[src/rtl/wltpf_pkg.sv]
// ----------------------------------------------------------------------------
// wltpf_pkg
// Shared widths, register indexes, controller states and the command and
// status bundles of the windowed local top-count peak filter.
// ----------------------------------------------------------------------------
package wltpf_pkg;

	localparam int BIN_W        = 16;
	localparam int KEY_W        = 32;
	localparam int CFG_W        = 6;
	localparam int CFG_IDX_W    = 2;
	localparam int RING_DEPTH   = 64;
	localparam int PTR_W        = $clog2(RING_DEPTH);
	localparam int CNT_W        = $clog2(RING_DEPTH + 1);
	localparam int MAX_WINDOW   = 32;
	localparam int RESULT_LIMIT = 32;
	localparam int NRES_W       = $clog2(RESULT_LIMIT + 1);
	localparam int ENTRY_W      = BIN_W + 2 * KEY_W;

	localparam logic [CFG_IDX_W-1:0] REG_INT_WIN  = 2'd0;
	localparam logic [CFG_IDX_W-1:0] REG_INT_BEST = 2'd1;
	localparam logic [CFG_IDX_W-1:0] REG_ISO_WIN  = 2'd2;
	localparam logic [CFG_IDX_W-1:0] REG_ISO_BEST = 2'd3;

	typedef enum logic [3:0] {
		ST_IDLE,
		ST_CHECK,
		ST_ERR,
		ST_DROP,
		ST_WRITE,
		ST_PEND_RD,
		ST_PEND_CMP,
		ST_CTX_RD,
		ST_CTX_CMP,
		ST_FLUSH,
		ST_CLEAR,
		ST_FIN_RD,
		ST_FIN_LAT,
		ST_FIN_SCAN,
		ST_FIN_DRAIN,
		ST_FIN_OUT
	} state_t;

	typedef enum logic [1:0] {
		RET_FULL,
		RET_PEND,
		RET_FLUSH
	} ret_t;

	typedef struct packed {
		logic ready;
		logic emit_err;
		logic drop_ctx;
		logic write;
		logic rd_opp;
		logic rd_ctx;
		logic set_ref_opp;
		logic set_ref_next;
		logic fin_start;
		logic scan_step;
		logic emit_fin;
		logic flush_mode;
		logic clear;
	} cmd_t;

	typedef struct packed {
		logic in_valid;
		logic err;
		logic eol;
		logic full;
		logic all_pend;
		logic pend_zero;
		logic n_lim;
		logic pend_hit;
		logic ctx_hit;
		logic ctx_left;
		logic scan_done;
		logic out_free;
		logic pend_le_used;
	} sts_t;

	// zero when the test is disabled, else the window clipped to MAX_WINDOW
	function automatic logic [CFG_W-1:0] eff_win(input logic [CFG_W-1:0] win,
		input logic [CFG_W-1:0] best);
		logic [CFG_W-1:0] r;
		if (win == '0 || best == '0) begin
			r = '0;
		end else if (int'(win) > MAX_WINDOW) begin
			r = CFG_W'(MAX_WINDOW);
		end else begin
			r = win;
		end
		return r;
	endfunction

endpackage

[src/rtl/wltpf_ctrl.sv]
// ----------------------------------------------------------------------------
// wltpf_ctrl
// Sequencer: order check, insert, finalize, context trim and flush.
// ----------------------------------------------------------------------------
module wltpf_ctrl (
	input  logic           clk,
	input  logic           arst_n,
	input  wltpf_pkg::sts_t sts,
	output wltpf_pkg::cmd_t cmd
);
	import wltpf_pkg::*;

	state_t state_q, state_d;
	ret_t   ret_q, ret_d;

	always_ff @(posedge clk or negedge arst_n) begin
		if (!arst_n) begin
			state_q <= ST_IDLE;
			ret_q   <= RET_PEND;
		end else begin
			state_q <= state_d;
			ret_q   <= ret_d;
		end
	end

	always_comb begin
		state_d = state_q;
		ret_d   = ret_q;
		case (state_q)
			ST_IDLE: begin
				if (sts.in_valid) state_d = ST_CHECK;
			end
			ST_CHECK: begin
				if (sts.err) begin
					state_d = ST_ERR;
				end else if (sts.full && sts.all_pend) begin
					ret_d   = RET_FULL;
					state_d = ST_FIN_RD;
				end else if (sts.full) begin
					state_d = ST_DROP;
				end else begin
					state_d = ST_WRITE;
				end
			end
			ST_ERR: begin
				if (sts.out_free) state_d = sts.eol ? ST_FLUSH : ST_IDLE;
			end
			ST_DROP:  state_d = ST_WRITE;
			ST_WRITE: state_d = sts.eol ? ST_FLUSH : ST_PEND_RD;
			ST_PEND_RD: begin
				state_d = sts.pend_zero ? ST_CTX_RD : ST_PEND_CMP;
			end
			ST_PEND_CMP: begin
				if (!sts.n_lim && sts.pend_hit) begin
					ret_d   = RET_PEND;
					state_d = ST_FIN_RD;
				end else begin
					state_d = ST_CTX_RD;
				end
			end
			ST_CTX_RD:  state_d = sts.ctx_left ? ST_CTX_CMP : ST_IDLE;
			ST_CTX_CMP: state_d = sts.ctx_hit ? ST_CTX_RD : ST_IDLE;
			ST_FLUSH: begin
				if (!sts.pend_zero && !sts.n_lim) begin
					ret_d   = RET_FLUSH;
					state_d = ST_FIN_RD;
				end else begin
					state_d = ST_CLEAR;
				end
			end
			ST_CLEAR:    state_d = ST_IDLE;
			ST_FIN_RD:   state_d = ST_FIN_LAT;
			ST_FIN_LAT:  state_d = ST_FIN_SCAN;
			ST_FIN_SCAN: begin
				if (sts.scan_done) state_d = ST_FIN_DRAIN;
			end
			ST_FIN_DRAIN: state_d = ST_FIN_OUT;
			ST_FIN_OUT: begin
				if (sts.out_free) begin
					case (ret_q)
						RET_FULL:  state_d = ST_DROP;
						RET_PEND:  state_d = ST_PEND_RD;
						RET_FLUSH: state_d = ST_FLUSH;
						default:   state_d = ST_IDLE;
					endcase
				end
			end
			default: state_d = ST_IDLE;
		endcase
	end

	always_comb begin
		cmd            = '0;
		cmd.flush_mode = (ret_q == RET_FLUSH);
		case (state_q)
			ST_IDLE:     cmd.ready    = 1'b1;
			ST_ERR:      cmd.emit_err = sts.out_free;
			ST_DROP:     cmd.drop_ctx = 1'b1;
			ST_WRITE:    cmd.write    = 1'b1;
			ST_PEND_RD: begin
				cmd.rd_opp       = !sts.pend_zero;
				cmd.set_ref_next = sts.pend_zero;
			end
			ST_PEND_CMP:  cmd.set_ref_opp = 1'b1;
			ST_CTX_RD:    cmd.rd_ctx      = sts.ctx_left;
			ST_CTX_CMP:   cmd.drop_ctx    = sts.ctx_hit;
			ST_CLEAR:     cmd.clear       = 1'b1;
			ST_FIN_RD:    cmd.rd_opp      = 1'b1;
			ST_FIN_LAT:   cmd.fin_start   = 1'b1;
			ST_FIN_SCAN:  cmd.scan_step   = !sts.scan_done;
			ST_FIN_OUT:   cmd.emit_fin    = sts.out_free;
			default: ;
		endcase
	end

endmodule

[config.mk]
export PLATFORM = sky130hd
export DESIGN_NAME = wltpf_ctrl
export DESIGN_NICKNAME = d
export VERILOG_FILES = /design/src/rtl/wltpf_pkg.sv /design/src/rtl/wltpf_ctrl.sv
export SDC_FILE = /design/constraint.sdc
export NUM_CORES = 1
export LEC_CHECK = 0
export ABC_AREA = 1
export BUFFER_PORTS_ARGS = -buffer_cell sky130_fd_sc_hd__buf_2
export CAP_MARGIN = 40
export CORE_AREA = 2 2 50 61
export CTS_CLUSTER_SIZE = 24
export DETAILED_ROUTE_END_ITERATION = 16
export DIE_AREA = 0 0 52 63
export PLACE_DENSITY = 0.51
export SETUP_SLACK_MARGIN = 0.15
export SYNTH_ARGS = -nofsm -noshare
export SYNTH_HDL_FRONTEND = slang
export SYNTH_SLANG_ARGS = --single-unit
export TNS_END_PERCENT = 30
[constraint.sdc]
create_clock -name clk -period 1.3 [get_ports clk]
set_input_delay 0.13 -clock clk [delete_from_list [all_inputs] [get_ports clk]]
set_output_delay 0.13 -clock clk [all_outputs]
set_load 0.02 [all_outputs]
==> results.cfg <==
[outcome]
outcome = finished, violations left
violations = setup timing

[finish]
nets = 208
n_antenna_cell = 0
area_growth_pct = 82.89
final_util = 0.5090
fin_area_um2 = 1378
layout-drive-gt1-share = 0.5990

[clocking]
cts_buffers = 3
cts_tree = yes
clk_path_buf_depth = 2
cts_root_buf = clkbuf_4
clkLatencyLatePin_ns = 0.24
clkTransAtPathRegs_ns = 0.05
cts.sinks = 6
h-tree-depth = 1

[floorplan]
die_area_um2 = 3276
die_y_um = 63
die_x_um = 52
rows = 21
io_pins = 28
core-area_um2 = 2706
start_util = 0.2783

[routing]
first_iter_violations = 10
wire_per_inst_um = 10.77
routed_wl_um = 2434
num_vias = 1000
remaining_drc_errors = 0
drt-pass1-iter-count = 4
ant_nets = 0
via_per_inst = 4.425

[logic_synthesis]
yosysTopAreaCell = nand2_1
synthesis.nets = 149
synthTopCellsByArea = nand2_1 21%, dfrtp_1 17%, nor2_1 11%
ys_ff_latch = 6
synth_cell_type_count = 21
synth.top_cell.area_share = 0.2093
syn_inst = 134
avgSynthCellArea_um2 = 5.621
seq_area_frac_synth = 0.2010
netlist_area_um2 = 753.2
synth_warnings = 0

[grt]
antenna_found_initial = 0
grtUsageMet3 = 0.01196
grtUsageMet2 = 0.2484
use_met1 = 0.1781
grt.busiest_layer = met2
grt_max_degree = 8
first_global_vias = 902
grt_pass1_wl_um = 3705
grt_util_all_layers = 0.1472
overflow = 0

[timing]
finalMaxSlewViolations = 0
fin_crit_sh = 1.136
holdWs_ns = 0.1614
finalSetupViolCount = 18
fin_crit_ns = 1.477
tightest_slew_ns = 0.2152
rsz0062_at_grt = true
skew_ns = 0.005097
hold_viol = 0
timing.slew.headroom = 0.8556
worst_slack_ns = -0.1774
fmax_ghz = 0.6769

[placement]
pre_cts_ws_ns = -0.06743
numPortBuffers = 26
dp_hpwl_um = 1788
placed_area_um2 = 1025
place.gp.congestion = 0.8961

[worst_setup_path]
slowest_stage = dfrtp_2
cpMostUsedCell = buf_6
path_cells = nor2_4 -> buf_4 -> buf_6 -> nand2_4 -> inv_2 -> buf_6
crit_path_start_kind = register
r2r-start = state_q[1]
path_class = register to output port
r2r_cells = 9
r2r-end = state_q[0]
cp_slowest_stage_delay_ns = 0.48
cp_max_fo = 6
crit_path_end_kind = output port
cp-startpoint = state_q[1]
required_ns = 1.17
crit_end = cmd[9]
worstPathArrival_ns = 1.35
r2r_slack_ns = -0.14

[hold_path]
hold_class = input port to register

[power]
leakage_nw = 0.7745
p_total_mw = 2.948
power-per-cell-area_nw_per_um2 = 2140
irDropWorstVdd_mv = 1.071

[run]
drv_cap = 0
==> layout make-up <==
type | instances | area [µm²]
inverters | 24 | 97.59
well taps | 34 | 42.54
multi-input cells | 102 | 594.3
clock buffers | 4 | 26.28
flip-flops and latches | 6 | 156.4
repair buffers | 56 | 460.4
fillers | 275 | 1329
==> worst max-delay path, delay by kind of cell, from the launching register on <==
kind	cells	cell delay [ns]
simple gates	2	0.24
flops	1	0.48
buf+inv	4	0.37
==> synth_stat cells <==
| cell | n |
|---|---|
| o21ai_0 | 2 |
| nand3b_1 | 1 |
| nand3_2 | 2 |
| buf_4 | 2 |
| nor3_1 | 1 |
| a21oi_4 | 1 |
| inv_1 | 17 |
| nand2_2 | 7 |
| nand2_1 | 42 |
| inv_2 | 5 |
| nor2_1 | 23 |
| nor2_2 | 4 |
| o21ai_2 | 1 |
| a21oi_1 | 1 |
| dfstp_2 | 1 |
| dfrtp_1 | 5 |
| clkinv_1 | 1 |
| nor2_4 | 4 |
| nand3_1 | 10 |
| o21ai_1 | 3 |
| clkinv_2 | 1 |
==> worst min path at each step <==
stage	from	to	slack (ns)	cells past startpoint
final	sts[1]	state_q[1]	0.16	4
after global routing	sts[1]	state_q[1]	0.17	4
after CTS	sts[1]	state_q[1]	0.16	4
after detailed placement	arst_n	state_q[1]	-0.04	1
after global placement	arst_n	state_q[1]	-0.04	1
after floorplan	arst_n	ret_q[1]	-0.17	0
==> cells in the final DEF (no fill, tap or decap), drive strengths merged <==
cell / count
buf: 55
nand2: 49
nor2: 31
inv: 24
nand3: 12
o21ai: 6
dfrtp: 5
clkbuf: 4
a21oi: 2
nor3: 1
nand3b: 1
dlygate4sd3: 1
dfstp: 1
==> state kept, by name, indices dropped and copies added, names as in the netlist <==
register / count
state_q: 4
ret_q: 2
==> power by group <==
part | internal (mW) | switching, mW
Sequential | 0.297 | 0.204
Combinational | 1.09 | 1.18
Clock | 0.116 | 0.0642
==> layer usage <==
layer / share of wire / routed length, µm
met1: 0.40 / 982
met5: 0 / 0
met2: 0.54 / 1324
met4: 0.023 / 57
met3: 0.028 / 69
==> cell families (layout without fill, tap and decap cells) <==
group                  Yosys count  in the layout  share of synthesized area
buffers and inverters           26             84                     0.1412
AOI/OAI and AO/OA                8              8                    0.07309
DFF                              6              6                     0.2010
and+or+nand+nor                 94             94                     0.5847
==> through the flow <==
step | std cells | setup TNS (ns)
6_report | 226 | -1.773
2_1_floorplan | 134 | 0
5_1_grt | 226 | -3.056
3_5_place_dp | 206 | -0.4296
3_3_place_gp | 206 | -0.4309
4_1_cts | 222 | -1.855
==> what timing repair did <==
item / in CTS / in global routing
resized for setup: 40 / 31
pin swaps: 11 / 14
hold buffers: 1 / 0
hold endpoints to repair: 6 / 0
endpoints found under the setup margin: 19 / 19
setup buffers: 11 / 4
No activity file was read; power rests on OpenSTA's default activity.
